===== src/rtl/pbsd_pkg.sv =====
`timescale 1ns / 1ps
// shared types and constants of the packbits scanline decoder
package pbsd_pkg;

    localparam int PALETTE_DEPTH_DEF = 256;
    localparam int ROW_BYTE_BITS_DEF = 14;
    localparam int QUEUE_DEPTH       = 4;

    localparam logic [1:0] CFG_PIXEL_MODE     = 2'd0;
    localparam logic [1:0] CFG_ROW_BYTE_TOTAL = 2'd1;
    localparam logic [1:0] CFG_LINE_WIDTH     = 2'd2;

    localparam logic [13:0] PREFIX_SPLIT = 14'd250;

    typedef struct packed {
        logic       action;
        logic [7:0] stream_byte;
        logic [7:0] palette_slot;
        logic [7:0] palette_red;
        logic [7:0] palette_green;
        logic [7:0] palette_blue;
    } in_word_t;

    typedef struct packed {
        logic [7:0]  out_red;
        logic [7:0]  out_green;
        logic [7:0]  out_blue;
        logic [13:0] start_pixel;
        logic [7:0]  pixel_count;
        logic [13:0] row_number;
        logic        line_end;
        logic [15:0] line_byte_count;
    } out_word_t;

    typedef struct packed {
        logic        pixel_mode;
        logic [13:0] row_byte_total;
        logic [13:0] line_width;
    } cfg_t;

    typedef struct packed {
        logic        is_write;
        logic        direct;
        logic [15:0] unit;
        logic [13:0] fill_start;
        logic [7:0]  count;
        logic        line_end;
        logic [13:0] row;
        logic [15:0] prefix;
        logic [7:0]  slot;
        logic [23:0] rgb;
    } op_t;

endpackage


===== src/rtl/pbsd_queue.sv =====
`timescale 1ns / 1ps
// short first-in first-out queue of decoded operations
module pbsd_queue (
    input  logic          clk,
    input  logic          rst_n,
    input  logic          push,
    input  pbsd_pkg::op_t push_op,
    output logic          full,
    input  logic          pop,
    output logic          head_valid,
    output pbsd_pkg::op_t head_op
);
    import pbsd_pkg::*;

    localparam int QAW = $clog2(QUEUE_DEPTH);

    op_t              store_reg [QUEUE_DEPTH];
    logic [QAW-1:0]   wr_ptr_reg, wr_ptr_next;
    logic [QAW-1:0]   rd_ptr_reg, rd_ptr_next;
    logic [QAW:0]     count_reg, count_next;
    logic             do_push;
    logic             do_pop;

    assign full       = count_reg == (QAW+1)'(QUEUE_DEPTH);
    assign head_valid = count_reg != '0;
    assign head_op    = store_reg[rd_ptr_reg];
    assign do_push    = push && !full;
    assign do_pop     = pop && head_valid;

    always_comb
    begin
        wr_ptr_next = do_push ? wr_ptr_reg + 1'b1 : wr_ptr_reg;
        rd_ptr_next = do_pop ? rd_ptr_reg + 1'b1 : rd_ptr_reg;
        count_next  = count_reg + (QAW+1)'(do_push) - (QAW+1)'(do_pop);
    end

    always_ff @(posedge clk)
    begin
        if (do_push)
            store_reg[wr_ptr_reg] <= push_op;
    end

    always_ff @(posedge clk or negedge rst_n)
    begin
        if (!rst_n)
        begin
            wr_ptr_reg <= '0;
            rd_ptr_reg <= '0;
            count_reg  <= '0;
        end
        else
        begin
            wr_ptr_reg <= wr_ptr_next;
            rd_ptr_reg <= rd_ptr_next;
            count_reg  <= count_next;
        end
    end

endmodule


===== config.mk =====
export PLATFORM = sky130hd
export DESIGN_NAME = pbsd_queue
export DESIGN_NICKNAME = d
export VERILOG_FILES = /design/src/rtl/pbsd_pkg.sv /design/src/rtl/pbsd_queue.sv
export SDC_FILE = /design/constraint.sdc
export NUM_CORES = 1
export LEC_CHECK = 0
export BUFFER_PORTS_ARGS = -buffer_cell sky130_fd_sc_hd__buf_2
export CELL_PAD_IN_SITES_DETAIL_PLACEMENT = 1
export CELL_PAD_IN_SITES_GLOBAL_PLACEMENT = 1
export CORE_MARGIN = 1
export CORE_UTILIZATION = 48
export CTS_CLUSTER_DIAMETER = 30
export CTS_CLUSTER_SIZE = 25
export DETAILED_ROUTE_END_ITERATION = 10
export GPL_ROUTABILITY_DRIVEN = 0
export GPL_TIMING_DRIVEN = 1
export PLACE_DENSITY = 0.87
export SKIP_CTS_REPAIR_TIMING = 1
export SLEW_MARGIN = 40
export SYNTH_ARGS = -nofsm -noshare
export SYNTH_HDL_FRONTEND = slang
export SYNTH_SLANG_ARGS = --single-unit

===== constraint.sdc =====
create_clock -name clk -period 4.1 [get_ports clk]
set_input_delay 0 -clock clk [delete_from_list [all_inputs] [get_ports clk]]
set_output_delay 0 -clock clk [all_outputs]
set_load 0.05 [all_outputs]

After elaboration in Yosys (flattened, before gate mapping)
Memory sizes are Yosys's and may differ from the RTL's.
Index checks and enable logic that the tools add are counted.
- bits in registers: 7
- output and inout bits: 105
- bits in writable memories: 412
- word-level logic and storage cells: 15
- input port bits: 107
- memories kept: 1
- memory list (memory ; depth ; bits a word ; read ports ; clocked after Yosys merged registers in ; wr ports ; line ; RTL):
    store_reg ; 4 ; 103 ; 1 ; 0 ; 1 ; pbsd_queue.sv:17 ; op_t store_reg [QUEUE_DEPTH];
- eq/ne operators: 1
- reductions and logical operators: 4
- add/sub/neg operators: 4
- muxes and demuxes: 2
- operators with widths (operator ; number):
    2-bit by 1-bit adder with 2-bit output, second input constant ; 2
    3-bit by 1-bit adder with 3-bit output ; 1
    3-bit == test, second input constant ; 1
    3-bit nonzero test ; 1
    3-bit by 1-bit subtractor with 3-bit output ; 1
    1-bit logical AND ; 2
    1-bit two-way mux ; 2
    1-bit zero test ; 1

Depth between registers and ports, before layout
Gate-level depths: netlist (run 1).
- depth in word-level cells: 5
- gate-level depth with buffers: 9
- depth with buffers taken out: 9

Worst setup path before layout (run 1)
No wires, ideal clock.
- path kind: register to register
- start point: register count_reg[2]
- end point: memory store_reg[0][0] in the netlist's numbering, enable pin
- data arrival time: 3248 ps
- slack: 378 ps
- path buffers: 0
- period minus slack after synthesis: 3722 ps
- data required time: 3626 ps
- stages on the path, launching flop included: 3
- library setup time: 474 ps
- path through: dfrtp_1 nor3b_2 and3b_1
- word-level cells in the longest chain between the ends: 5
- RTL lines (item ; line ; RTL):
    start, declared ; pbsd_queue.sv:20 ; logic [QAW:0] count_reg, count_next;
    start signal, assigned ; pbsd_queue.sv:55 ; count_reg <= count_next;
    3-bit == test ; pbsd_queue.sv:24 ; assign full = count_reg == (QAW+1)'(QUEUE_DEPTH);
    named net full ; pbsd_queue.sv:8 ; output logic full,
    1-bit zero test ; pbsd_queue.sv:27 ; assign do_push = push && !full;
    1-bit logical AND ; pbsd_queue.sv:27 ;
    1-bit two-way mux ; pbsd_queue.sv:39 ; if (do_push)
    1-bit two-way mux (implied by the code) ; pbsd_queue.sv:40 ; store_reg[wr_ptr_reg] <= push_op;
    end, declared ; pbsd_queue.sv:17 ;
The timed path passes the listed nets, and every way through them passes these cells.

==> results of run 1 <==
-- per-stage QoR --
stage,util [%],hold slack [ns],instances
after CTS,62.9,-0.766,1334
after global routing,66.4,0.152,1442
after floorplan,-,-0.296,579
after detailed placement,53.7,-0.153,1178
final,66.4,0.166,1442
after global placement,53.6,-0.153,1177
-- worst paths after layout --
path | slack, ns | to | from
min in group asynchronous | 0.40 | wr_ptr_reg[0] | rst_n
max in group asynchronous | 3.40 | rd_ptr_reg[0] | rst_n
max | 1.37 | head_op[18] | rd_ptr_reg[0]
min reg2reg | 0.65 | wr_ptr_reg[1] | wr_ptr_reg[1]
max reg2reg | 1.64 | count_reg[2] | count_reg[1]
min | 0.17 | store_reg[3][35] | push_op[35]
-- placed cells by master (no fill, tap or decap) --
master / n
sky130_fd_sc_hd__clkinv_4: 4
sky130_fd_sc_hd__nand4bb_1: 2
sky130_fd_sc_hd__fa_1: 1
sky130_fd_sc_hd__and3b_4: 4
sky130_fd_sc_hd__nand2_1: 1
sky130_fd_sc_hd__buf_2: 211
sky130_fd_sc_hd__clkbuf_1: 10
sky130_fd_sc_hd__buf_4: 3
sky130_fd_sc_hd__dlygate4sd3_1: 107
sky130_fd_sc_hd__bufinv_16: 13
sky130_fd_sc_hd__edfxtp_1: 412
sky130_fd_sc_hd__clkinv_2: 12
sky130_fd_sc_hd__ha_1: 6
sky130_fd_sc_hd__nand2b_1: 4
sky130_fd_sc_hd__inv_16: 2
sky130_fd_sc_hd__xnor2_1: 3
sky130_fd_sc_hd__or3_1: 1
sky130_fd_sc_hd__clkbuf_16: 86
sky130_fd_sc_hd__o311ai_0: 1
sky130_fd_sc_hd__clkinvlp_4: 9
sky130_fd_sc_hd__o31a_1: 1
sky130_fd_sc_hd__clkinv_8: 3
sky130_fd_sc_hd__inv_1: 5
sky130_fd_sc_hd__buf_12: 8
sky130_fd_sc_hd__mux4_2: 103
sky130_fd_sc_hd__xor2_1: 1
sky130_fd_sc_hd__nor3b_2: 1
sky130_fd_sc_hd__clkinv_1: 16
sky130_fd_sc_hd__o211ai_1: 2
sky130_fd_sc_hd__dfrtp_4: 2
sky130_fd_sc_hd__inv_6: 1
sky130_fd_sc_hd__dfrtp_1: 5
-- layout make-up --
class	count	area [um2]	area share (%)
clock inverter	60	711	3.40
timing repair buffer	329	2310	11.1
tap	402	503	2.41
sequential	419	12600	60.1
clock buffer	96	2190	10.5
multi-input combinational	131	2600	12.5
inverter	5	18.8	0.0898
-- where the power goes --
part	internal [uW]	switching, uW
clock	4660	2270
sequential	5670	380
combinational	1840	4270
-- critical path, stage by stage (launching register included) --
cell and delay [ns]:
sky130_fd_sc_hd__dfrtp_4 0.64, sky130_fd_sc_hd__buf_12 0.28, sky130_fd_sc_hd__buf_4 0.38, sky130_fd_sc_hd__mux4_2 0.59, sky130_fd_sc_hd__buf_2 0.24
-- metal layers --
layer	share of wire (%)	vias to the layer above	track usage, %	wire length [um]
met2	55	280	37.1	21000
met4	1.8	0	6.97	692
li1	-	3328	-	-
met3	5.1	51	5.62	1960
met5	0	-	0	0
met1	38	4192	27.0	14700
-- logic make-up (layout without fill, tap and decap cells) --
logic type      count (synthesis)  in the layout  share of synthesized area [%]
xor+xnor                        4              4                          0.229
fa+ha+maj                       7              7                          0.620
mux                           103            103                           15.1
buf+inv                        29            490                           1.31
simple gates                   13             13                          0.685
compound gates                  4              4                          0.212
flops                         419            419                           81.8
==> metrics list, run 1 <==
- Status: finished, final reports clean
- Per-cell routed wire length: around 27 um
- Total inserted antenna cells: 0
- Period minus WS final: about 2.7 ns
* Register area share after synthesis: between 80% and 90%
- Starting Density: 48.7%
* Number of global-route vias before repair: around 8300
- Wire length after detailed routing: roughly 38000 um
- In the synthesized netlist the dominant register cell turns out to be sky130_fd_sc_hd__edfxtp_1.
- 1st-iter DRT viols: a little over 600
* TritonCTS clock tree: done
- For the worst setup path, the data arrival time is 2.73 ns.
- Relative to the synthesized area, the layout overhead comes to 36.2%.
- Count of vias placed by the detailed router: about 7900
- Layout fillers: 2479
- In the routed layout, each cell is associated on average with a via count of approximately 5.4.
* Floorplan core area: ~0.031 mm2
* Hold Path Cell Cnt: 2
* Element type at the critical path start: register
- For this run, the number of Yosys warnings is 0.
- Setup slack of the critical path after layout: about 1.4 ns
* Max H-tree Level: 3
* Type of element capturing the critical path: output port
- The initial antenna violation count was 0.
- In the final layout, the share of cells above drive strength 1 is 44.4%.
- The largest total area in the synthesized netlist belongs to sky130_fd_sc_hd__edfxtp_1.
* Leak Pwr: roughly 0.0074 uW
- The hold violation count in the final report is 0.
* Synth top area share: approximately four fifths
- For the worst setup path, the data required time is 4.10 ns.
* Total placed instance area: 0.0169 mm2
- Remaining number of nets flagged by the antenna check after routing: 0
- Across the VDD grid, the largest voltage drop is 0.000962 V.
* Number of instances in the synthesized netlist: between 500 and 600
- Leading cell type by number of instances after synthesis: sky130_fd_sc_hd__edfxtp_1
- Total routing usage reported by global routing: between 20% and 30%
- Nets: ~1100
* R2r worst-path depth: 9
* Max-slew headroom at the worst pin: around 55%
- Dividing total power by cell area gives a power density of between 900 and 1000 mW/mm2.
- The die covers roughly 0.033 mm2.
- Counting flops with a built-in enable in the synthesized netlist gives 412.
* Number of endpoints failing setup at the final stage: 0
* Placed wire-length estimate after detailed placement: between 15000 and 20000 um
- The clock passes through at most 3 buffers.
- Static timing analysis puts the maximum clock frequency at between 300 and 400 MHz.
- Power, Total: about 19000 uW
- Floorplan die height: between 150 and 200 um
- Fraction of the cycle the final worst path needs: approximately two thirds
- A synthesized cell averages ~26 um2.
- Along the worst path, the maximum fanout reaches 25.
- At the later pin of the worst-skew pair, clock insertion delay measures just under 0.6 ns.
- Pin placement for this block handled 212 I/O pins.
- Detailed Routing Iterations Pass 1: 5
* GR Overflow Total: 0
- The floorplan has 65 rows.
- The cell area that synthesis handed to floorplanning was ~0.015 mm2.
- Critical setup path kind: reg -> out
- The tree is rooted in a sky130_fd_sc_hd__clkbuf_16.
- Number of flip-flops under the largest register name: roughly 410
- Clock tree synthesis found a total of approximately 420 sinks.
- Before CTS, the worst setup slack after placement is approximately 1.7 ns.
- Register bit count reported by yosys: around 420
* Most instantiated cells after synthesis: sky130_fd_sc_hd__edfxtp_1, sky130_fd_sc_hd__mux4_2, sky130_fd_sc_hd__buf_2
- For this run, design rule violations remaining after detail routing come to 0.
- Async set or reset register ratio after synthesis: about 1.7%
- After clock tree synthesis, the clock-pin slew on the worst setup and hold paths is about 0.050 ns.
- Setup repair after global routing missed its margin: no
- In the final timing run, aggregate negative setup slack is 0 ns.
- The first global-routing pass estimated 51300 um of wire.
- Number of buffers inserted during clock tree synthesis: 85
- The number of pins with negative max-slew slack in the final report was 0.
* Layout Skew: about 0.014 ns
- By area the synthesized netlist is led by sky130_fd_sc_hd__edfxtp_1, sky130_fd_sc_hd__mux4_2, sky130_fd_sc_hd__dfrtp_1.
* # port buffers: ~210
* Design area: 0.0209 mm2
* Total of max-cap violations: 0
- Maximum number of pins on one net before global-route repair: 104
- The min-delay analysis places its worst path in the category in -> reg.
- The number of nets in the synthesized netlist is slightly below 700.
- Transition time of the tightest slew-check pin: 0.681 ns
- Yosys mapped the design onto 22 distinct sky130hd cell types.
* Die boundary width: around 180 um
Power figures use the tool's default switching activity.
==> inputs of run 2 (changes only) <==
==> constraint.sdc (replaced) <==
create_clock -name clk -period 2.7 [get_ports clk]
set_input_delay 0 -clock clk [delete_from_list [all_inputs] [get_ports clk]]
set_output_delay 0 -clock clk [all_outputs]
set_load 0.05 [all_outputs]
==> run 2 against run 1 <==
Effect of this change: final area rose by 0.75%; wire length barely moved; core utilization rose by 0.50 points; largest cell class unchanged.
==> metrics list, run 2 (synthesis gave the netlist of run 1 again) <==
* Wire length after detailed routing: roughly 38000 um
- Setup repair after global routing left no endpoint under its margin.
- In this run the horizontal extent of the chip is around 180 um.
- The multi-input combinational cells in the finished layout cover a total of roughly 0.0026 mm2.
* Power Density: approximately 1400 mW/mm2
- The clock drives between 400 and 500 sinks.
- Sequential cell area in the final layout: between 0.01 and 0.015 mm2
- Starting Density: between 40% and 50%
- In this run the worst path has a maximum fanout of 8.
- Once layout is done, the placed cells without fillers occupy ~0.021 mm2.
- The library cell used most frequently in the layout, excluding fill and tap cells, is sky130_fd_sc_hd__edfxtp_1.
* CTS Buffer Depth: 3
* P&R area growth vs syn: 37.2%
- Share of post-route cells with drive strength above 1: roughly 46%
* Clock insertion delay at the later pin of the skew report: approximately 0.59 ns
* Placed wire-length estimate after detailed placement: around 20000 um
- Top library cells by usage in the layout, fill and taps aside: sky130_fd_sc_hd__edfxtp_1, sky130_fd_sc_hd__buf_2, sky130_fd_sc_hd__dlygate4sd3_1
- For the pin with the worst max-slew slack, the measured transition is 0.659 ns.
* Clock-pin transition on the worst setup and hold timing paths: 0.06 ns
- In this run the tool buffered the top-level ports with ~210 buffer cells.
- Total placed instance area: 0.0170 mm2
* First-pass GRT wire length: 52200 um
* Remaining number of nets flagged by the antenna check after routing: 0
- Type of element capturing the critical path: register
- Final count of hold timing violations: 0
* Leak Pwr: 0.00746 uW
- 1st-iter DRT viols: 425
- Layout fillers: between 2000 and 2500
- Floorplan die height: 181 um
- TritonCTS built the clock tree.
- Detailed Routing Iterations Pass 1: 4
* Number of vias per cell after detailed routing: between 5 and 6
- The setup path with the least slack is of type reg -> reg.
* Max-slew headroom at the worst pin: between 50 and 60%
- The min-delay analysis places its worst path in the category in -> reg.
* Setup tns final: 0 ns
* Number of global-route vias before repair: 8320
- The floorplan has 65 rows.
- Maximum number of pins on one net before global-route repair: 64
* Number of endpoints failing setup at the final stage: 0
- The total overflow left after global routing is 0.
* Nets: between 1000 and 1500
* Element type at the critical path start: register
* Total I/O pin count: between 200 and 250
- Fraction of the cycle the final worst path needs: 91.9%
* Max-slew violation count: 0
- Floorplan core area: 0.0315 mm2
- Count of vias placed by the detailed router: approximately 8000
- Period minus WS final: ~2.5 ns
* Max H-tree Level: 3
- Drc violations: 0
* WP data arrival: 2.95 ns
- Number of antenna violations at the first check in global routing: 4
- Measured on the finished design, the core utilization comes to between 60% and 70%.
- The run finished with clean final reports.
- The floorplan step defined a die boundary enclosing roughly 0.033 mm2.
- Global routing used between 20% and 30% of the available tracks across all layers.
* Total of max-cap violations: 0
* Number of buffers inserted during clock tree synthesis: 83
- Hold Path Cell Cnt: 2
- Number of flip-flops under the largest register name: just over 400
- Root Driver: sky130_fd_sc_hd__clkbuf_16
- R2r worst-path depth: 9
- Per-cell routed wire length: 26.5 um
- Data required time of the worst path: about 3.2 ns
- Achievable frequency: 403 MHz
- Across the VDD grid, the largest voltage drop is 0.00116 V.
- Across the routed clock network, the largest skew measured is between 0.02 and 0.03 ns.
-- run 2: cell types whose count changed in the layout (fill, tap and decap cells not counted), moves of 2 or more --
cell and delta:
sky130_fd_sc_hd__clkinv_1 -9, sky130_fd_sc_hd__clkinv_2 -7, sky130_fd_sc_hd__inv_6 +7, sky130_fd_sc_hd__clkinv_4 +6
sky130_fd_sc_hd__buf_4 +5, sky130_fd_sc_hd__clkbuf_1 -4, sky130_fd_sc_hd__diode_2 +3, sky130_fd_sc_hd__buf_12 +2
sky130_fd_sc_hd__clkbuf_8 +2, sky130_fd_sc_hd__inv_16 -2
-- run 2: worst max-delay path: stages, from the launching register on --
cell and delay, ns:
sky130_fd_sc_hd__dfrtp_1 0.50, sky130_fd_sc_hd__nor3b_4 0.41, sky130_fd_sc_hd__nand2b_1 0.17, sky130_fd_sc_hd__ha_1 0.23, sky130_fd_sc_hd__inv_1 0.07, sky130_fd_sc_hd__ha_1 0.16
sky130_fd_sc_hd__inv_1 0.06, sky130_fd_sc_hd__fa_1 0.43, sky130_fd_sc_hd__xnor2_1 0.15, sky130_fd_sc_hd__xnor2_1 0.21
-- run 2: per-layer routing --
metal | part of all wire, % | routed length, um | global-route usage [%] | vias to the layer above
met1 | 37 | 14300 | 26.0 | 4048
li1 | - | - | - | 3346
met5 | 0.034 | 13 | 0 | -
met4 | 2.4 | 909 | 8.38 | 2
met2 | 55 | 21000 | 38.4 | 313
met3 | 5.6 | 2140 | 5.97 | 66
-- run 2: worst paths after layout --
path / startpoint / to / slack, ns
max in group asynchronous: rst_n / rd_ptr_reg[0] / 1.99
setup reg to reg: count_reg[1] / count_reg[2] / 0.22
hold reg to reg: wr_ptr_reg[1] / wr_ptr_reg[1] / 0.64
setup / recovery: count_reg[1] / count_reg[2] / 0.22
hold / removal: push_op[17] / store_reg[2][17] / 0.17
min in group asynchronous: rst_n / wr_ptr_reg[1] / 0.40
-- run 2: final cells by class --
type / instances / area share (%)
Antenna cell: 3 / 0.0357
Clock buffer: 94 / 10.5
Clock inverter: 58 / 3.63
Inverter: 5 / 0.0892
Multi-Input combinational cell: 131 / 12.4
Sequential cell: 419 / 59.7
Tap cell: 402 / 2.39
Timing Repair Buffer: 336 / 11.3
-- run 2: where the power goes --
group / switching, uW / total [uW] / internal, uW
clock network: 3590 / 10800 / 7250
logic: 6440 / 9340 / 2890
registers: 625 / 9230 / 8600
-- run 2: stage by stage --
stage	setup slack (ns)	instances	total power (uW)	hold WS [ns]
final	0.217	1448	29400	0.172
after global routing	0.0918	1447	30300	0.163
after CTS	0.182	1338	29400	-0.783
after detailed placement	0.363	1186	18500	-0.158
after global placement	0.469	1186	18200	-0.155
after floorplan	0.208	579	16100	-0.296
==> inputs of run 3 (changes only) <==
--- a/config.mk
+++ b/config.mk
@@ -8,8 +8,9 @@
 export BUFFER_PORTS_ARGS = -buffer_cell sky130_fd_sc_hd__buf_2
 export CELL_PAD_IN_SITES_DETAIL_PLACEMENT = 1
 export CELL_PAD_IN_SITES_GLOBAL_PLACEMENT = 1
-export CORE_MARGIN = 1
+export CORE_MARGIN = 2
 export CORE_UTILIZATION = 48
+export CTS_BUF_LIST = sky130_fd_sc_hd__clkbuf_16
 export CTS_CLUSTER_DIAMETER = 30
 export CTS_CLUSTER_SIZE = 25
 export DETAILED_ROUTE_END_ITERATION = 10
==> run 3 against run 2 <==
Effect of this change: register-to-register slack better by 0.14 ns; sequential power shrank 0.9%; maximum frequency grew 1.7%; count of clock-buffer cells in the layout is 11 lower; final area decreased by 1.4%; die area increased by 2.2%; non-clock buffer count increased by 2; sequential share of layout area increased by 0.85 points; power shrank 4.5%; largest cell class unchanged; largest power group unchanged.
==> metrics list, run 3 (synthesis gave the netlist of run 1 again) <==
- The flow ran to the end, and the final reports show no timing, DRC or antenna violations.
- After detailed routing, the total wire length is between 30000 and 40000 um.
- The slowest stage of the critical path belongs to the cell sky130_fd_sc_hd__dfrtp_4.
- Fraction of the cycle the final worst path needs: approximately 90%
- Summed over all cells, the static leakage comes to approximately 0.0074 uW.
- Data on the critical path is required at its endpoint by 2.70 ns.
* Fraction of met3 tracks used by global routing: about 6.0%
- The internal portion of the total power is approximately 18000 uW.
- Die boundary width: ~180 um
* Most common cell after layout, fill and taps aside: sky130_fd_sc_hd__edfxtp_1
* Setup repair after global routing missed its margin: no
- STA classifies the critical path startpoint as a register.
- The H-tree generated during clock tree synthesis spans 3 levels.
* Total I/O pin count: 212
* Worst slack, placed: 0.368 ns
- Setup violations remaining at the end of the flow were counted as 0.
- Drc violations: 0
- WP data arrival: around 2.4 ns
- R2r worst-path depth: 9
- Entering global routing, the biggest net connects 55 pins.
- Combined buffer and inverter count along the critical path: 2
- Root Driver: sky130_fd_sc_hd__clkbuf_16
- Nets: around 1100
* Detailed Routing Iterations Pass 1: 4
- P&R area growth vs syn: 35.3%
- Dividing the detail-routed via count by the number of cells gives around 5.4.
- VDD sags by at most about 0.0008 V.
* Total of max-cap violations: 0
* Remaining number of nets flagged by the antenna check after routing: 0
- GR Overflow Total: 0
- # port buffers: between 200 and 250
* Setup tns final: 0 ns
* Critical path cell sequence: buf_4 > mux4_2 > buf_2
- Top library cells by usage in the layout, fill and taps aside: sky130_fd_sc_hd__edfxtp_1, sky130_fd_sc_hd__buf_2, sky130_fd_sc_hd__dlygate4sd3_1
- Max-slew violation count: 0
- For this design the total switching power over the nets is between 10000 and 15000 uW.
- The initial utilization of the core area, before any placement, comes to around half.
- The worst path in the final design needs a cycle of 2.44 ns, including I/O delays and setup.
* Clock insertion delay at the later pin of the skew report: slightly below 0.6 ns
- The register with the most flip-flops in the layout has 412 of them.
- Dividing total power by cell area gives a power density of 1350 mW/mm2.
- Worst min path class: in -> reg
- The number of global-route vias before repair is around 8300.
- The largest single stage delay on the critical path is 0.67 ns.
- The share of total power dissipated in the clock network is between 30% and 40%.
- First-pass GRT wire length: about 51000 um
* GR Util met2: a little over a third
* Setup slack of the critical path after layout: ~0.26 ns
- Achievable frequency: a little over 400 MHz
- Headroom to the max-slew limit came out at ~65%.
- Detailed placement finished with a half-perimeter wire length of between 15000 and 20000 um.
* Hold Path Cell Cnt: 2
- In this run the worst path has a maximum fanout of 18.
- In this run the most used layer during global routing was met2.
- Counting buffers and inverters, the worst setup path is 3 cells deep.
- For met1 alone, demand over resource in global routing was 25.9%.
- Cell class contributing the biggest share of worst-path delay: flip-flops
- After detailed routing, the average wire length per cell comes to 26.0 um.
- Layout Skew: around 0.024 ns
* Floorplan core area: around 0.031 mm2
- Number of placement rows: 65
* Floorplan die height: 183 um
- Number of antenna violations at the first check in global routing: 2
- TritonCTS created between 80 and 90 clock buffers.
* Switching share of power: 37.3%
- The detailed router placed between 7000 and 8000 vias in this run.
- The floorplan step defined a die boundary enclosing between 0.03 and 0.04 mm2.
- At the pin with the least slew margin, the transition time is about 0.52 ns.
* Clock-pin transition on the worst setup and hold timing paths: around 0.05 ns
- The worst setup path is captured at an output port.
* TritonCTS clock tree: done
* Number of clock sinks: 419
* Power, Total: around 28000 uW
- The clock passes through at most 3 buffers.
* 1st-iter DRT viols: 561
- Critical setup path kind: reg -> out
- In the final layout, the share of cells above drive strength 1 is a little under half.
* Final count of hold timing violations: 0
- Total routing usage reported by global routing: 21.0%
* Comb pwr share: about 33%
- Part of the power in registers: about a third
==> run 3: cell types whose count changed in the layout (fill, tap and decap cells not counted), sizes merged <==
cell and delta:
clkbuf -11, clkinv +7, diode -2, buf +2, bufinv -9, inv +10
==> run 3: area by class of cell <==
| class | count | area (um2) |
|---|---|---|
| antenna | 1 | 2.50 |
| clock buffer | 83 | 2080 |
| clock inverter | 66 | 558 |
| fill | 2574 | 10700 |
| inverter | 5 | 18.8 |
| multi-input combinational | 131 | 2610 |
| sequential | 419 | 12600 |
| tap | 402 | 503 |
| timing repair buffer | 338 | 2430 |
==> run 3: path summary, 6_finish.rpt <==
kind / startpoint / to / slack, ns
max: rd_ptr_reg[0] / head_op[50] / 0.26
min: push_op[24] / store_reg[1][24] / 0.19
max reg2reg: count_reg[1] / count_reg[2] / 0.36
min reg2reg: wr_ptr_reg[1] / wr_ptr_reg[1] / 0.64
max in group asynchronous: rst_n / rd_ptr_reg[1] / 2.00
min in group asynchronous: rst_n / count_reg[0] / 0.41
==> run 3: power groups by stage <==
stage / combinational [uW] / sequential [uW] / clock (uW)
final: 9390 / 9150 / 9540
after global routing: 9840 / 9250 / 10000
after CTS: 9350 / 9140 / 9650
after detailed placement: 9260 / 9220 / 0
after global placement: 9120 / 9070 / 0
after floorplan: 7190 / 8950 / 0
==> run 3: per-layer routing <==
layer  wire length, um  share of wire (%)  up-vias
li1                  -                  -     3339
met5                13              0.035        -
met2             20300                 54      341
met4               939                2.5        2
met3              2290                6.1       70
met1             14000                 37     4078
==> run 3: through the flow <==
step,hold slack [ns],cells,area (um2),utilization [%]
after CTS,-0.762,1337,19700,62.5
after global routing,0.166,1445,20700,65.9
final,0.187,1445,20700,65.9
after detailed placement,-0.154,1188,17000,54.1
after global placement,-0.156,1188,17000,54.1
after floorplan,-0.296,579,15300,-
