File: src/rtl/pbsd_pkg.sv
`timescale 1ns / 1ps
// shared types and constants of the packbits scanline decoder
package pbsd_pkg;

    localparam int PALETTE_DEPTH_DEF = 256;
    localparam int ROW_BYTE_BITS_DEF = 14;
    localparam int QUEUE_DEPTH       = 4;

    localparam logic [1:0] CFG_PIXEL_MODE     = 2'd0;
    localparam logic [1:0] CFG_ROW_BYTE_TOTAL = 2'd1;
    localparam logic [1:0] CFG_LINE_WIDTH     = 2'd2;

    localparam logic [13:0] PREFIX_SPLIT = 14'd250;

    typedef struct packed {
        logic       action;
        logic [7:0] stream_byte;
        logic [7:0] palette_slot;
        logic [7:0] palette_red;
        logic [7:0] palette_green;
        logic [7:0] palette_blue;
    } in_word_t;

    typedef struct packed {
        logic [7:0]  out_red;
        logic [7:0]  out_green;
        logic [7:0]  out_blue;
        logic [13:0] start_pixel;
        logic [7:0]  pixel_count;
        logic [13:0] row_number;
        logic        line_end;
        logic [15:0] line_byte_count;
    } out_word_t;

    typedef struct packed {
        logic        pixel_mode;
        logic [13:0] row_byte_total;
        logic [13:0] line_width;
    } cfg_t;

    typedef struct packed {
        logic        is_write;
        logic        direct;
        logic [15:0] unit;
        logic [13:0] fill_start;
        logic [7:0]  count;
        logic        line_end;
        logic [13:0] row;
        logic [15:0] prefix;
        logic [7:0]  slot;
        logic [23:0] rgb;
    } op_t;

endpackage

File: src/rtl/pbsd_front.sv
`timescale 1ns / 1ps
// front end: prefix and control byte parsing, run geometry, line tracking
module pbsd_front (
    input  logic             clk,
    input  logic             rst_n,
    input  logic             in_valid,
    output logic             in_ready,
    input  pbsd_pkg::in_word_t in_data,
    input  pbsd_pkg::cfg_t   cfg,
    output logic             push,
    output pbsd_pkg::op_t    push_op,
    input  logic             q_full
);
    import pbsd_pkg::*;

    localparam logic [2:0] PH_PFX_A = 3'd0;
    localparam logic [2:0] PH_PFX_B = 3'd1;
    localparam logic [2:0] PH_CTRL  = 3'd2;
    localparam logic [2:0] PH_LIT_A = 3'd3;
    localparam logic [2:0] PH_LIT_B = 3'd4;
    localparam logic [2:0] PH_REP_A = 3'd5;
    localparam logic [2:0] PH_REP_B = 3'd6;

    logic [2:0]  phase_reg, phase_next;
    logic [15:0] prefix_reg, prefix_next;
    logic [13:0] filled_reg, filled_next;
    logic [7:0]  run_reg, run_next;
    logic [7:0]  held_reg, held_next;
    logic [13:0] line_reg, line_next;

    logic        accept;
    logic        em_direct;
    logic [7:0]  em_req;
    logic        has_room;
    logic [13:0] rem;
    logic [8:0]  req_bytes;
    logic        fills;
    logic [13:0] n_fit;
    logic [7:0]  em_count;
    logic [13:0] filled_after;
    logic        emit_go;
    logic [15:0] emit_unit;
    logic        start_line;
    logic        close_run;
    logic [13:0] filled_eff;
    logic [7:0]  byte_in;
    logic [13:0] total;

    assign accept   = in_valid && !q_full;
    assign in_ready = !q_full;
    assign byte_in  = in_data.stream_byte;
    assign total    = cfg.row_byte_total;

    // run geometry against the row bytes
    always_comb
    begin
        em_direct    = (phase_reg == PH_LIT_B) || (phase_reg == PH_REP_B);
        em_req       = ((phase_reg == PH_REP_A) || (phase_reg == PH_REP_B)) ? run_reg : 8'd1;
        has_room     = filled_reg < total;
        rem          = total - filled_reg;
        req_bytes    = em_direct ? {em_req, 1'b0} : {1'b0, em_req};
        fills        = {5'd0, req_bytes} >= rem;
        n_fit        = em_direct ? 14'((15'({1'b0, rem}) + 15'd1) >> 1) : rem;
        em_count     = fills ? n_fit[7:0] : em_req;
        filled_after = fills ? total : filled_reg + {5'd0, req_bytes};
    end

    always_comb
    begin
        phase_next  = phase_reg;
        prefix_next = prefix_reg;
        filled_next = filled_reg;
        run_next    = run_reg;
        held_next   = held_reg;
        line_next   = line_reg;
        emit_go     = 1'b0;
        emit_unit   = {8'h00, byte_in};
        start_line  = 1'b0;
        close_run   = 1'b0;
        filled_eff  = filled_reg;
        push        = 1'b0;
        push_op     = '0;

        if (accept)
        begin
            if (in_data.action)
            begin
                push             = 1'b1;
                push_op.is_write = 1'b1;
                push_op.slot     = in_data.palette_slot;
                push_op.rgb      = {in_data.palette_red, in_data.palette_green,
                                    in_data.palette_blue};
            end
            else
            begin
                case (phase_reg)
                    PH_PFX_A:
                    begin
                        if (total > PREFIX_SPLIT)
                        begin
                            held_next  = byte_in;
                            phase_next = PH_PFX_B;
                        end
                        else
                        begin
                            prefix_next = {8'h00, byte_in};
                            start_line  = 1'b1;
                        end
                    end
                    PH_PFX_B:
                    begin
                        prefix_next = {held_reg, byte_in};
                        start_line  = 1'b1;
                    end
                    PH_CTRL:
                    begin
                        if (!byte_in[7])
                        begin
                            run_next   = byte_in + 8'd1;
                            phase_next = PH_LIT_A;
                        end
                        else if (byte_in == 8'd128)
                        begin
                            close_run = 1'b1;
                        end
                        else
                        begin
                            run_next   = 8'(9'd257 - {1'b0, byte_in});
                            phase_next = PH_REP_A;
                        end
                    end
                    PH_LIT_A, PH_LIT_B:
                    begin
                        if (phase_reg == PH_LIT_A && cfg.pixel_mode)
                        begin
                            held_next  = byte_in;
                            phase_next = PH_LIT_B;
                        end
                        else
                        begin
                            emit_go   = 1'b1;
                            emit_unit = (phase_reg == PH_LIT_B) ? {held_reg, byte_in}
                                                                : {8'h00, byte_in};
                            run_next  = run_reg - 8'd1;
                            if (run_reg != 8'd1)
                                phase_next = PH_LIT_A;
                            else
                                close_run = 1'b1;
                        end
                    end
                    PH_REP_A:
                    begin
                        if (cfg.pixel_mode)
                        begin
                            held_next  = byte_in;
                            phase_next = PH_REP_B;
                        end
                        else
                        begin
                            emit_go   = 1'b1;
                            run_next  = 8'd0;
                            close_run = 1'b1;
                        end
                    end
                    PH_REP_B:
                    begin
                        emit_go   = 1'b1;
                        emit_unit = {held_reg, byte_in};
                        run_next  = 8'd0;
                        close_run = 1'b1;
                    end
                    default:
                    begin
                        phase_next = PH_PFX_A;
                    end
                endcase

                if (emit_go && has_room)
                begin
                    filled_next        = filled_after;
                    filled_eff         = filled_after;
                    push               = 1'b1;
                    push_op.direct     = em_direct;
                    push_op.unit       = emit_unit;
                    push_op.fill_start = filled_reg;
                    push_op.count      = em_count;
                    push_op.line_end   = fills;
                    push_op.row        = line_reg;
                    push_op.prefix     = prefix_reg;
                end

                if (start_line)
                begin
                    filled_next = 14'd0;
                    run_next    = 8'd0;
                    if (total == 14'd0)
                    begin
                        line_next  = line_reg + 14'd1;
                        phase_next = PH_PFX_A;
                    end
                    else
                    begin
                        phase_next = PH_CTRL;
                    end
                end

                if (close_run)
                begin
                    if (filled_eff >= total)
                    begin
                        line_next  = line_reg + 14'd1;
                        phase_next = PH_PFX_A;
                    end
                    else
                    begin
                        phase_next = PH_CTRL;
                    end
                end
            end
        end
    end

    always_ff @(posedge clk or negedge rst_n)
    begin
        if (!rst_n)
        begin
            phase_reg  <= PH_PFX_A;
            prefix_reg <= 16'd0;
            filled_reg <= 14'd0;
            run_reg    <= 8'd0;
            held_reg   <= 8'd0;
            line_reg   <= 14'd0;
        end
        else
        begin
            phase_reg  <= phase_next;
            prefix_reg <= prefix_next;
            filled_reg <= filled_next;
            run_reg    <= run_next;
            held_reg   <= held_next;
            line_reg   <= line_next;
        end
    end

endmodule

File: config.mk
export PLATFORM = sky130hd
export DESIGN_NAME = pbsd_front
export DESIGN_NICKNAME = d
export VERILOG_FILES = /design/src/rtl/pbsd_pkg.sv /design/src/rtl/pbsd_front.sv
export SDC_FILE = /design/constraint.sdc
export NUM_CORES = 1
export LEC_CHECK = 0
export BUFFER_PORTS_ARGS = -buffer_cell sky130_fd_sc_hd__buf_2
export CORE_MARGIN = 1.5
export CORE_UTILIZATION = 45
export DETAILED_ROUTE_END_ITERATION = 8
export PLACE_DENSITY = 0.7
export SLEW_MARGIN = 20
export SYNTH_ARGS = -nofsm -noshare
export SYNTH_HDL_FRONTEND = slang
export SYNTH_SLANG_ARGS = --single-unit
File: constraint.sdc
create_clock -name clk -period 6.28 [get_ports clk]
set_input_delay 0.628 -clock clk [delete_from_list [all_inputs] [get_ports clk]]
set_output_delay 0.628 -clock clk [all_outputs]
set_load 0.01 [all_outputs]
Yosys cells after proc, flatten, opt, wreduce, memory -nomap -nowiden
Index checks and enable logic that the tools add are counted.

cells by class
  equality and inequality tests = 20
  bitwise gates (word level) = 1
  reductions and logical operators = 18
  add/sub/neg operators = 7
  mux-type cells = 63
  $lt $le $gt $ge = 4

operators by type and width
  cell                                                                               count
  70-bit two-way mux                                                                 2
  14-bit two-way mux                                                                 9
  103-bit two-way mux                                                                1
  8-bit two-way mux                                                                  11
  16-bit case mux with 2 select lines                                                2
  16-bit two-way mux                                                                 3
  32-bit two-way mux                                                                 1
  8-bit case mux with 4 select lines                                                 1
  3-bit two-way mux                                                                  8
  8-bit case mux with 3 select lines                                                 1
  1-bit two-way mux                                                                  17
  3-bit case mux with 5 select lines                                                 1
  14-bit by 1-bit adder with 14-bit output (second input constant)                   1
  14-bit by 9-bit adder with 14-bit output                                           1
  14-bit >= comparator                                                               1
  9-bit by 14-bit >= comparator with 1-bit output                                    1
  14-bit by 8-bit greater-than comparator with 1-bit output (second input constant)  1
  14-bit logical NOT                                                                 1
  14-bit < comparator                                                                1
  14-bit subtractor                                                                  1
  6-bit AND reduction                                                                2
  5-bit != test (second input constant)                                              2
  9-bit by 1-bit adder with 9-bit output (second input constant)                     1
  3-bit == test (second input constant)                                              3
  other kinds (30)                                                                   40

word-level totals
  output and inout bits = 105
  word-level logic and storage cells = 119
  input port bits = 74
  flip-flop bits (word level) = 63

Depth between registers and ports, before layout
Gate-level depths: netlist (run 1).

  depth in word-level cells = 13
  mapped depth = 30
  depth with buffers taken out = 25

Worst setup path after synthesis (run 1)
Ideal clock, no wire load.

  kind = input port to flip-flop
  from = input port cfg[14] (netlist bit)
  to = register line_reg[4]
  arrival time = 5.820 ns
  buffers on the path = 4
  data required time = 6.157 ns
  cell stages on the path = 29
  setup slack = 0.337 ns
  library setup time = 0.123 ns
  cells stage by stage = inv_1 -> ha_1 -> fa_1 -> nand2b_1 -> a21oi_1 -> nor4_1 -> a311oi_1 -> ha_1 -> o21a_1 -> o21ai_0 -> a2111oi_0 -> o32ai_1 -> a2111oi_4 -> and4_1 -> buf_6 -> buf_12 -> buf_12 -> mux2i_1 -> o21ai_1 -> ha_1 -> o21ai_0 -> o21ai_0 -> o211ai_1 -> a21o_1 -> a31o_2 -> a21oi_2 -> buf_4 -> nand4_1 -> xnor2_1

on the way
  longest elaborated chain between the ends = 9
  elaborated cells between the ends (all ways) = 19
  those cells by class = add/sub (1); order compare (4); mux (12); reduce/logical (2)

RTL lines
  what                                             line               text
  start: declaration                               pbsd_front.sv:9    input pbsd_pkg::cfg_t cfg,
  14-bit subtractor                                pbsd_front.sv:60   rem = total - filled_reg;
  9-bit by 14-bit >= comparator with 1-bit output  pbsd_front.sv:62   fills = {5'd0, req_bytes} >= rem;
  14-bit two-way mux                               pbsd_front.sv:65   filled_after = fills ? total : filled_reg + {5'd0, req_bytes};
  14-bit two-way mux                               --
  14-bit two-way mux                               pbsd_front.sv:86   if (in_data.action)
  14-bit two-way mux                               pbsd_front.sv:84   if (accept)
  14-bit >= comparator                             pbsd_front.sv:209  if (filled_eff >= total)
  14-bit two-way mux                               pbsd_front.sv:209
  14-bit two-way mux (*)                           pbsd_front.sv:207  if (close_run)
  end signal: assignment                           pbsd_front.sv:241  line_reg <= line_next;
  end: declaration                                 pbsd_front.sv:29   logic [13:0] line_reg, line_next;

Every way passes the cells marked *; elsewhere a longest branch is shown, timed or not. The select of a mux whose other input is x is not followed.
A chain may end at the register's enable or synchronous reset.

Worst setup path after layout (run 1)
Ends and elaborated chain as after synthesis.

==> results_tabular.tex, run 1 <==
\begin{tabular}{lr}
\hline
Metric & Value \\
\hline
\multicolumn{2}{l}{\textbf{Placed design}} \\
\quad HPWL reported at the end of detailed placement & 14800 um \\
\quad \# placed instances & 1162 \\
\quad Worst setup slack before clock tree synthesis & -0.187 ns \\
\quad Quantity of I/O buffers inserted on ports & 164 \\
\quad Global placement routability congestion & 0.932 \\
\multicolumn{2}{l}{\textbf{Timing}} \\
\quad Max\_slew headroom & 44.3\% \\
\quad FMAX & 170 MHz \\
\quad Final critical delay including setup and external delays & 5.89 ns \\
\quad Final-report hold violation count & 0 \\
\quad Number of failing setup endpoints in the final timing report & 0 \\
\quad Worst Clk Skew & 0.00481 ns \\
\quad Slew at the pin with the worst max-slew slack & 0.835 ns \\
\quad Post-route clock period utilization & 93.8\% \\
\quad Final number of max-transition violations & 0 \\
\quad Setup WS post-layout & 0.390 ns \\
\multicolumn{2}{l}{\textbf{Finish}} \\
\quad Combined flip-flop and latch cell area & 1580 sq um \\
\quad Largest register FFs & 16 \\
\quad Final standard cell count with taps included and fillers excluded & 1180 \\
\quad Number of inserted filler cells in the final layout & 1331 \\
\quad Inserted Diodes & 0 \\
\quad Share of the core filled with cells in the final layout & 57.7\% \\
\quad Syn-to-layout area delta & 24.5\% \\
\quad Share of layout cells above drive strength 1 & 26.1\% \\
\quad Post-layout nets & 1126 \\
\quad Area occupied by multi-input gates & 4520 sq um \\
\multicolumn{2}{l}{\textbf{Drt}} \\
\quad Average wire length per cell after detail routing & 16.5 um \\
\quad Number of iterations in the first detailed-routing pass & 5 \\
\quad Final ANT Viol Nets & 0 \\
\quad First-iteration detailed-routing DRC count & 512 \\
\quad DRC violation count after routing & 0 \\
\quad Total number of vias & 6773 \\
\quad Detailed-route wire length & 19500 um \\
\quad Post-DR vias/cell & 5.74 \\
\multicolumn{2}{l}{\textbf{Yosys}} \\
\quad Synthesis-stage register bit count & 63 \\
\quad Fraction of registers with async set/reset & 100\% \\
\quad Yosys cell types & 71 \\
\quad Top flip-flop cell by instance count after synthesis & sky130\_fd\_sc\_hd\_\_dfrtp\_1 \\
\quad Gate count of the mapped netlist & 822 \\
\quad Average size of a mapped cell & 7.89 sq um \\
\quad Number of warnings reported in the yosys synthesis log & 0 \\
\quad EDFF count, synth & 0 \\
\quad Sequential element share of the synthesized area & 24.3\% \\
\quad Synthesized Nets & 953 \\
\quad Post-synthesis instance area & 6490 sq um \\
\multicolumn{2}{l}{\textbf{Worst setup path}} \\
\quad Maximum fanout count along the critical path & 12 \\
\quad Arrival time at the worst endpoint & 6.11 ns \\
\quad Worst reg-to-reg setup slack & 0.46 ns \\
\quad Origin of the critical flop-to-flop path & filled\_reg[0] \\
\quad Type of destination of the critical path & register \\
\quad Category of the worst setup path launch point & input port \\
\quad Slowest cell on crit path & sky130\_fd\_sc\_hd\_\_fa\_2 \\
\quad Critical Path Most Common Cell & sky130\_fd\_sc\_hd\_\_ha\_1 \\
\quad Endpoint required time on the critical path & 6.50 ns \\
\quad Kind of critical path & input port to register \\
\quad Worst-case reg-to-reg path depth & 26 \\
\quad Crit Reg-Reg Endpoint & line\_reg[4] \\
\quad Slowest Stage Delay on Critical Path & 0.40 ns \\
\multicolumn{2}{l}{\textbf{Floorplan}} \\
\quad Die outline area & 15100 sq um \\
\quad Initial Util & 46.4\% \\
\quad Overall die width & 123 um \\
\quad Chip height & 123 um \\
\quad Number of placement rows & 43 \\
\quad Number of top-level pins & 179 \\
\quad Floorplan Core Area & 14000 sq um \\
\multicolumn{2}{l}{\textbf{CTS}} \\
\quad CTS tree & done \\
\quad H-tree depth reported by CTS & 3 \\
\quad Deepest clock path buffer count & 2 \\
\quad Clock network latency to the later pin of the worst-skew pair & 0.33 ns \\
\quad Clock Sink Count & 63 \\
\quad CTS Hold Buffers Added & 0 \\
\quad Number of buffers added by the clock tree synthesis step & 9 \\
\quad Clock input transition at the sequential cells of the worst setup and hold paths & 0.06 ns \\
\quad Clock Tree Root & sky130\_fd\_sc\_hd\_\_clkbuf\_16 \\
\multicolumn{2}{l}{\textbf{Global route}} \\
\quad Number of global-route vias before repair & 6183 \\
\quad GRT Overall Usage & 25.7\% \\
\quad Antenna violations before repair & 0 \\
\quad First-pass GRT wire length & 31000 um \\
\quad Pin count of the biggest net entering global routing & 64 \\
\quad Total gr overflow & 0 \\
\multicolumn{2}{l}{\textbf{Power}} \\
\quad Static leakage power & 0.00406 uW \\
\quad VDD IR-drop max & 0.000195 V \\
\quad Power per Cell Area & 313 nW/um\^{}2 \\
\multicolumn{2}{l}{\textbf{Flow run}} \\
\quad Maximum Capacitance Violations & 0 \\
\multicolumn{2}{l}{\textbf{Run status}} \\
\quad Status & complete, no violations \\
\multicolumn{2}{l}{\textbf{Hold path}} \\
\quad Class of the worst hold path & input port to asynchronous set/reset pin \\
\hline
\end{tabular}
[power by group]
group	switching (uW)	internal, uW	leakage (uW)
clock network	202	393	0.000172
logic	735	534	0.00306
registers	129	529	0.000828
total	1070	1460	0.00406
[Yosys cell counts (all sizes together) (19+ instances only)]
cell	count	share of area, %
nor3	19	1.5
and2	39	3.8
nand2	58	3.4
o21ai	55	4.3
and3	50	4.8
a21oi	46	3.6
ha	55	11
nor2	70	4.1
dfrtp	63	24
inv	51	3.0
clkbuf	40	2.3
xnor2	30	4.1
[layout make-up]
type | instances | area share (%)
Clock inverter | 7 | 1.58
Sequential cell | 63 | 19.5
Inverter | 52 | 2.42
Tap cell | 180 | 2.79
Multi-Input combinational cell | 657 | 56.0
Clock buffer | 9 | 2.79
Timing Repair Buffer | 212 | 14.9
[critical path, delay by kind of cell]
kind / cells / cell delay, ns
buffers and inverters: 6 / 0.72
xor gates and xnor gates: 2 / 0.45
and+or+nand+nor: 7 / 1.13
AOI/OAI and AO/OA: 9 / 1.96
adders and majority gates: 4 / 1.19
[layout by cell type, fill, tap and decap left out, drive strengths merged, types with 15 or more instances in the layout]
master,netlist,layout
buf,10,211
nor2,70,70
dfrtp,63,63
nand2,58,58
ha,55,55
o21ai,55,55
inv,51,53
and3,50,50
a21oi,46,46
and2,39,39
xnor2,30,30
nor3,19,19
nand4,18,18
o22ai,18,18
mux2i,16,16
mux2,15,15
[what timing repair did]
action | in CTS | in global routing
resized for setup | 0 | 10
setup buffers | 0 | 1
endpoints found under the setup margin | 0 | 15
[layer usage]
layer  up-vias  wire, um  GRT usage, %
met1      3204      8810          35.8
met3        29       995          4.38
met2       207      9370          41.9
met4         0       299          5.60
li1       3333         -             -
met5         -         0             0
[kinds of logic after synthesis]
group	Yosys count	share of synthesized area, %
adder cells (fa/ha/maj)	57	11.2
AO/OA/AOI/OAI	210	21.8
flip-flops	63	24.3
AND/OR/NAND/NOR	323	26.0
buffers and inverters	102	6.71
multiplexers	31	5.07
XOR/XNOR	36	4.86
[stage by stage]
stage               setup TNS (ns)  total power, uW  area, sq um  hold WS (ns)
CTS                              0             2500         8030         0.481
global placement            -0.495             1870         7670         0.465
detailed placement           -2.16             1890         7670         0.469
global route              -0.00116             2730         8080         0.508
finish                           0             2520         8080         0.466
floorplan                        0             1510         6490         0.332
[worst max-delay path by stage]
| stage | start | to | cells after the start |
|---|---|---|---|
| 3_3_place_gp | cfg[14] | line_reg[4] | 28 |
| 3_5_place_dp | cfg[14] | line_reg[4] | 28 |
| 4_1_cts | cfg[14] | line_reg[8] | 28 |
| 2_1_floorplan | cfg[14] | line_reg[4] | 29 |
| 6_report | cfg[14] | line_reg[4] | 28 |
| 5_1_grt | cfg[14] | line_reg[10] | 28 |
Note: power is estimated with default switching activity, not from simulation.
==> inputs of run 2 (changes only) <==
--- a/config.mk
+++ b/config.mk
@@ -6,10 +6,10 @@
 export NUM_CORES = 1
 export LEC_CHECK = 0
 export BUFFER_PORTS_ARGS = -buffer_cell sky130_fd_sc_hd__buf_2
-export CORE_MARGIN = 1.5
 export CORE_UTILIZATION = 45
 export DETAILED_ROUTE_END_ITERATION = 8
-export PLACE_DENSITY = 0.7
+export PLACE_DENSITY_LB_ADDON = 0.15
+export RECOVER_POWER = 100
 export SLEW_MARGIN = 20
 export SYNTH_ARGS = -nofsm -noshare
 export SYNTH_HDL_FRONTEND = slang
==> results_tabular.tex, run 2 (synthesis results as in run 1) <==
\begin{tabular}{lr}
\hline
Metric & Value \\
\hline
\multicolumn{2}{l}{\textbf{Run status}} \\
\quad Status & complete, but fails checks \\
\quad Violations in the final reports & max-capacitance violations, max-slew violations \\
\multicolumn{2}{l}{\textbf{Finish}} \\
\quad Largest register FFs & 16 \\
\quad Most used cells in the layout excluding fill and tap cells & 129 x sky130\_fd\_sc\_hd\_\_buf\_2, 69 x sky130\_fd\_sc\_hd\_\_nor2\_1, 63 x sky130\_fd\_sc\_hd\_\_dfrtp\_1 \\
\quad Post-layout nets & 1119 \\
\quad Syn-to-layout area delta & 22.0\% \\
\quad Post-route cell area & 7920 sq um \\
\quad Number of inserted filler cells in the final layout & 1394 \\
\quad Inserted Diodes & 0 \\
\quad Share of layout cells above drive strength 1 & 21.3\% \\
\quad Leading cell type in the layout, fill and taps excluded & sky130\_fd\_sc\_hd\_\_buf\_2 \\
\multicolumn{2}{l}{\textbf{Global route}} \\
\quad GR met1 Demand/Resource & 35.4\% \\
\quad Most Crowded Layer GR & met2 \\
\quad Total gr overflow & 0 \\
\quad GRT Overall Usage & 25.6\% \\
\quad First-pass GRT wire length & 30200 um \\
\quad Number of global-route vias before repair & 5970 \\
\quad GR Layer Usage met2 & 42.7\% \\
\quad Met3 global-route usage & 3.14\% \\
\quad Pin count of the biggest net entering global routing & 64 \\
\quad Antenna violations before repair & 0 \\
\multicolumn{2}{l}{\textbf{Worst setup path}} \\
\quad Type of destination of the critical path & register \\
\quad Arrival time at the worst endpoint & 6.29 ns \\
\quad Endpoint required time on the critical path & 6.50 ns \\
\quad Maximum fanout count along the critical path & 14 \\
\quad Kind of critical path & register to register \\
\quad Origin of the critical flop-to-flop path & filled\_reg[0] \\
\quad Worst Setup SP & filled\_reg[0] \\
\quad Category of the worst setup path launch point & register \\
\multicolumn{2}{l}{\textbf{Placed design}} \\
\quad HPWL reported at the end of detailed placement & 14600 um \\
\quad Global placement routability congestion & 0.904 \\
\quad Quantity of I/O buffers inserted on ports & 164 \\
\quad Total placed instance area & 7630 sq um \\
\multicolumn{2}{l}{\textbf{Power}} \\
\quad Internal power of the cells & 1400 uW \\
\quad Combinational share of power & 52.4\% \\
\quad Sequential Power Share & 26.6\% \\
\quad VDD IR-drop max & 0.000164 V \\
\quad Share of power burned in the clock network & 21.0\% \\
\quad Final Total Pwr & 2470 uW \\
\quad Switch share & 43.6\% \\
\quad Power per Cell Area & 313 nW/um\^{}2 \\
\quad Static leakage power & 0.00385 uW \\
\quad Power spent charging and discharging nets & 1080 uW \\
\multicolumn{2}{l}{\textbf{CTS}} \\
\quad Number of buffers added by the clock tree synthesis step & 9 \\
\quad Clock network latency to the later pin of the worst-skew pair & 0.33 ns \\
\quad CTS Hold Buffers Added & 0 \\
\quad Clock Sink Count & 63 \\
\quad Clock input transition at the sequential cells of the worst setup and hold paths & 0.06 ns \\
\quad Clock Tree Root & sky130\_fd\_sc\_hd\_\_clkbuf\_16 \\
\quad H-tree depth reported by CTS & 3 \\
\quad CTS tree & done \\
\quad Deepest clock path buffer count & 2 \\
\multicolumn{2}{l}{\textbf{Drt}} \\
\quad First-iteration detailed-routing DRC count & 515 \\
\quad Final ANT Viol Nets & 0 \\
\quad Average wire length per cell after detail routing & 16.2 um \\
\quad Number of iterations in the first detailed-routing pass & 6 \\
\quad Detailed-route wire length & 19000 um \\
\quad DRC violation count after routing & 0 \\
\quad Total number of vias & 6701 \\
\quad Post-DR vias/cell & 5.71 \\
\multicolumn{2}{l}{\textbf{Floorplan}} \\
\quad Initial Util & 46.4\% \\
\quad Die outline area & 14900 sq um \\
\quad Overall die width & 122 um \\
\quad Floorplan Core Area & 14000 sq um \\
\quad Number of placement rows & 43 \\
\quad Number of top-level pins & 179 \\
\quad Chip height & 122 um \\
\multicolumn{2}{l}{\textbf{Timing}} \\
\quad FMAX & 165 MHz \\
\quad Worst Clk Skew & 0.00883 ns \\
\quad Final number of max-transition violations & 64 \\
\quad Number of failing setup endpoints in the final timing report & 0 \\
\quad Slew at the pin with the worst max-slew slack & 3.57 ns \\
\quad Post-route clock period utilization & 96.7\% \\
\quad Final-report hold violation count & 0 \\
\quad Final critical delay including setup and external delays & 6.07 ns \\
\quad Max\_slew headroom & -138\% \\
\quad Min Hold Slack & 0.463 ns \\
\multicolumn{2}{l}{\textbf{Flow run}} \\
\quad Maximum Capacitance Violations & 1 \\
\multicolumn{2}{l}{\textbf{Hold path}} \\
\quad Class of the worst hold path & register to register \\
\quad Worst Min Path Start & line\_reg[13] \\
\hline
\end{tabular}
## run 2: cell types whose count changed in the layout (fill, tap and decap cells not counted), moves of 2 or more
| cell | before | now |
|---|---|---|
| sky130_fd_sc_hd__clkinv_4 | 2 | 0 |
| sky130_fd_sc_hd__clkinvlp_4 | 0 | 2 |
| sky130_fd_sc_hd__nand2b_1 | 8 | 10 |
| sky130_fd_sc_hd__bufinv_16 | 3 | 1 |
| sky130_fd_sc_hd__buf_2 | 164 | 129 |
| sky130_fd_sc_hd__clkbuf_1 | 0 | 37 |
| sky130_fd_sc_hd__nand2b_2 | 2 | 0 |
| sky130_fd_sc_hd__buf_4 | 45 | 37 |
## run 2: worst max-delay path, cell delays in order (launching register included)
cell and delay, ns:
sky130_fd_sc_hd__dfrtp_1 0.42, sky130_fd_sc_hd__ha_1 0.21, sky130_fd_sc_hd__fa_1 0.41, sky130_fd_sc_hd__nand2b_1 0.24
sky130_fd_sc_hd__a21oi_1 0.21, sky130_fd_sc_hd__nor4_1 0.07, sky130_fd_sc_hd__a311oi_1 0.48, sky130_fd_sc_hd__ha_1 0.33
sky130_fd_sc_hd__o21a_1 0.18, sky130_fd_sc_hd__o21ai_0 0.23, sky130_fd_sc_hd__a2111oi_1 0.10, sky130_fd_sc_hd__o32ai_2 0.40
sky130_fd_sc_hd__a2111oi_4 0.06, sky130_fd_sc_hd__and4_1 0.23, sky130_fd_sc_hd__buf_4 0.17, sky130_fd_sc_hd__buf_12 0.14
sky130_fd_sc_hd__or4b_1 0.45, sky130_fd_sc_hd__o311ai_0 0.12, sky130_fd_sc_hd__ha_1 0.19, sky130_fd_sc_hd__nand4_1 0.09
sky130_fd_sc_hd__nor2_1 0.19, sky130_fd_sc_hd__a21oi_1 0.11, sky130_fd_sc_hd__a31o_2 0.27, sky130_fd_sc_hd__a21oi_2 0.17
sky130_fd_sc_hd__buf_12 0.16, sky130_fd_sc_hd__mux2_2 0.33
## run 2: power by group through the flow
stage	Combinational (uW)	Clock, uW	Sequential [uW]
finish	1300	519	658
global route	1440	541	677
CTS	1270	527	656
detailed placement	1270	0	660
global placement	1250	0	659
floorplan	908	0	607
## run 2: cell type report
class	count	area, sq um	area share [%]
Inverter	52	195	2.47
Sequential cell	63	1580	19.9
Clock inverter	6	67.6	0.854
Clock buffer	10	239	3.02
Tap cell	180	225	2.85
Timing Repair Buffer	205	1100	13.9
Multi-Input combinational cell	657	4510	57.0
## run 2: path summary, 6_finish.rpt
check	endpoint	slack, ns	depth (start not counted)
hold reg to reg	line_reg[13]	0.46	1
hold / removal	line_reg[13]	0.46	1
setup reg to reg	line_reg[1]	0.21	25
max in group asynchronous	held_reg[7]	2.66	2
setup / recovery	line_reg[1]	0.21	25
min in group asynchronous	line_reg[7]	1.60	2
## run 2: through the flow
stage	setup WS (ns)	setup TNS (ns)	std cells	util, %
after CTS	0.116	0	1172	56.8
after floorplan	0.337	0	822	-
after global placement	-0.0710	-0.0843	1156	54.5
after detailed placement	-0.196	-1.63	1156	54.6
after global routing	-0.0819	-0.363	1173	56.6
final	0.209	0	1173	56.6
## run 2: what timing repair did
| item | CTS | global route |
|---|---|---|
| resized for setup | 0 | 4 |
| setup buffers | 0 | 1 |
| setup endpoints to repair | 0 | 13 |
## run 2: layer usage
layer	share of wire [%]	up-vias	wire (um)
met4	1.2	0	236
li1	-	3323	-
met3	4.7	19	886
met1	46	3169	8850
met5	0	-	0
met2	48	190	9070
==> inputs of run 3 (changes only) <==
==> constraint.sdc (replaced) <==
create_clock -name clk -period 6.28 [get_ports clk]
set_input_delay 1.57 -clock clk [delete_from_list [all_inputs] [get_ports clk]]
set_output_delay 1.57 -clock clk [all_outputs]
set_load 0.01 [all_outputs]
==> results_tabular.tex, run 3 (synthesis results as in run 1) <==
\begin{tabular}{lr}
\hline
Metric & Value \\
\hline
\multicolumn{2}{l}{\textbf{CTS}} \\
\quad Clock network latency to the later pin of the worst-skew pair & 0.34 ns \\
\quad Deepest clock path buffer count & 2 \\
\quad Clock Tree Root & sky130\_fd\_sc\_hd\_\_clkbuf\_16 \\
\quad CTS tree & done \\
\quad Number of buffers added by the clock tree synthesis step & 9 \\
\quad Clock Sink Count & 63 \\
\quad Clock input transition at the sequential cells of the worst setup and hold paths & 0.06 ns \\
\quad H-tree depth reported by CTS & 3 \\
\multicolumn{2}{l}{\textbf{Timing}} \\
\quad Worst Clk Skew & 0.00704 ns \\
\quad Post-route clock period utilization & 107\% \\
\quad Min Hold Slack & 0.452 ns \\
\quad FMAX & 149 MHz \\
\quad Number of failing setup endpoints in the final timing report & 23 \\
\quad Slew at the pin with the worst max-slew slack & 3.52 ns \\
\quad Final number of max-transition violations & 64 \\
\quad Final critical delay including setup and external delays & 6.72 ns \\
\quad Final-report hold violation count & 0 \\
\quad Unrepaired setup endpoints after global routing & true \\
\quad Setup WS post-layout & -0.438 ns \\
\quad Max\_slew headroom & -135\% \\
\quad Sum of negative setup slack & -8.14 ns \\
\multicolumn{2}{l}{\textbf{Floorplan}} \\
\quad Number of top-level pins & 179 \\
\quad Die outline area & 14900 sq um \\
\quad Floorplan Core Area & 14000 sq um \\
\quad Overall die width & 122 um \\
\quad Initial Util & 46.4\% \\
\quad Chip height & 122 um \\
\quad Number of placement rows & 43 \\
\multicolumn{2}{l}{\textbf{Run status}} \\
\quad Status & complete, but fails checks \\
\quad Violations in the final reports & max-capacitance violations, max-slew violations, negative setup slack \\
\multicolumn{2}{l}{\textbf{Power}} \\
\quad Internal power of the cells & 1640 uW \\
\quad VDD IR-drop max & 0.000157 V \\
\quad Static leakage power & 0.00460 uW \\
\quad Combinational share of power & 56.7\% \\
\quad Power per Cell Area & 305 nW/um\^{}2 \\
\quad Final Total Pwr & 2830 uW \\
\quad Switch share & 42.2\% \\
\quad Sequential Power Share & 23.5\% \\
\quad Share of power burned in the clock network & 19.8\% \\
\quad Power spent charging and discharging nets & 1190 uW \\
\multicolumn{2}{l}{\textbf{Placed design}} \\
\quad Quantity of I/O buffers inserted on ports & 164 \\
\quad Worst setup slack before clock tree synthesis & -0.804 ns \\
\quad HPWL reported at the end of detailed placement & 14900 um \\
\quad \# placed instances & 1206 \\
\quad Global placement routability congestion & 0.914 \\
\multicolumn{2}{l}{\textbf{Worst setup path}} \\
\quad Maximum fanout count along the critical path & 7 \\
\quad Arrival time at the worst endpoint & 5.15 ns \\
\quad Number of buffers and inverters on the critical path & 7 \\
\quad Worst reg-to-reg setup slack & 0.32 ns \\
\quad Slowest cell on crit path & sky130\_fd\_sc\_hd\_\_a2111oi\_4 \\
\quad Critical Path Most Common Cell & sky130\_fd\_sc\_hd\_\_a2111oi\_4 \\
\quad Slowest Stage Delay on Critical Path & 0.41 ns \\
\quad Endpoint required time on the critical path & 4.71 ns \\
\quad Delay-heaviest family, CP & compound AO/OA/AOI/OAI gates \\
\quad Type of destination of the critical path & output pin \\
\quad Category of the worst setup path launch point & input port \\
\quad Kind of critical path & input port to output pin \\
\quad Critical-path cell list & buf\_12 > inv\_12 > ha\_4 > fa\_2 > nand2b\_4 > a2111oi\_4 > nor3\_4 > xnor2\_2 > inv\_2 > ha\_4 > o21ai\_4 > a2111oi\_4 > o32ai\_2 > a2111oi\_4 > and4\_4 > buf\_6 > buf\_12 > buf\_4 > and2\_4 > buf\_6 \\
\multicolumn{2}{l}{\textbf{Global route}} \\
\quad Number of global-route vias before repair & 6417 \\
\quad GR Layer Usage met2 & 45.7\% \\
\quad GR met1 Demand/Resource & 35.5\% \\
\quad Pin count of the biggest net entering global routing & 64 \\
\quad First-pass GRT wire length & 32000 um \\
\quad Total gr overflow & 0 \\
\quad GRT Overall Usage & 27.1\% \\
\quad Antenna violations before repair & 0 \\
\quad Met3 global-route usage & 4.21\% \\
\quad Most Crowded Layer GR & met2 \\
\multicolumn{2}{l}{\textbf{Finish}} \\
\quad Final standard cell count with taps included and fillers excluded & 1265 \\
\quad Syn-to-layout area delta & 43.0\% \\
\quad Share of layout cells above drive strength 1 & 37.0\% \\
\quad Inserted Diodes & 0 \\
\quad Leading cell type in the layout, fill and taps excluded & sky130\_fd\_sc\_hd\_\_buf\_2 \\
\quad Largest register FFs & 16 \\
\quad Post-layout nets & 1211 \\
\quad Most used cells in the layout excluding fill and tap cells & 161 x sky130\_fd\_sc\_hd\_\_buf\_2, 117 x sky130\_fd\_sc\_hd\_\_buf\_4, 67 x sky130\_fd\_sc\_hd\_\_nor2\_1 \\
\multicolumn{2}{l}{\textbf{Drt}} \\
\quad Detailed-route wire length & 21200 um \\
\quad Average wire length per cell after detail routing & 16.8 um \\
\quad Post-DR vias/cell & 5.75 \\
\quad DRC violation count after routing & 0 \\
\quad Total number of vias & 7276 \\
\quad First-iteration detailed-routing DRC count & 467 \\
\quad Number of iterations in the first detailed-routing pass & 6 \\
\quad Final ANT Viol Nets & 0 \\
\multicolumn{2}{l}{\textbf{Flow run}} \\
\quad Maximum Capacitance Violations & 1 \\
\multicolumn{2}{l}{\textbf{Hold path}} \\
\quad Class of the worst hold path & register to register \\
\hline
\end{tabular}
run 3: cell type report:
class,count,area [sq um]
clock buffer,10,239
clock inverter,6,92.6
fill,1191,4710
inverter,52,208
multi-input combinational,657,4950
sequential,63,1580
tap,180,225
timing repair buffer,297,1980
run 3: layer usage:
metal	vias up	share of wire [%]
met3	48	5.7
met4	0	2.6
li1	3514	-
met1	3430	44
met5	-	0
met2	284	48
run 3: path summary, 6_finish.rpt:
check	endpoint	cells after the start	start
max in group asynchronous	prefix_reg[14]	2	rst_n
worst max register to register	line_reg[8]	24	phase_reg[0]
worst max-delay path	push_op[62]	20	cfg[14]
min in group asynchronous	line_reg[7]	2	rst_n
worst min-delay path	line_reg[13]	1	line_reg[13]
worst min register to register	line_reg[13]	1	line_reg[13]
run 3: stage by stage:
| step | utilization (%) | instance area [sq um] |
|---|---|---|
| 6_report | 66.3 | 9280 |
| 5_1_grt | 66.3 | 9280 |
| 4_1_cts | 64.4 | 9010 |
| 3_5_place_dp | 58.9 | 8240 |
| 3_3_place_gp | 58.8 | 8230 |
| 2_1_floorplan | - | 6700 |
run 3: power by group through the flow:
stage,logic [uW],clock network (uW),registers [uW]
5_1_grt,1760,581,682
4_1_cts,1490,567,659
3_5_place_dp,1410,0,665
6_report,1610,561,665
2_1_floorplan,957,0,609
3_3_place_gp,1390,0,662
run 3: timing repair:
action / in CTS / in global routing
resized for setup: 43 / 36
hold buffers: 0 / 0
cloned: 2 / 0
buffers inserted: 28 / 15
endpoints found under the setup margin: 24 / 85
pin swaps: 22 / 23
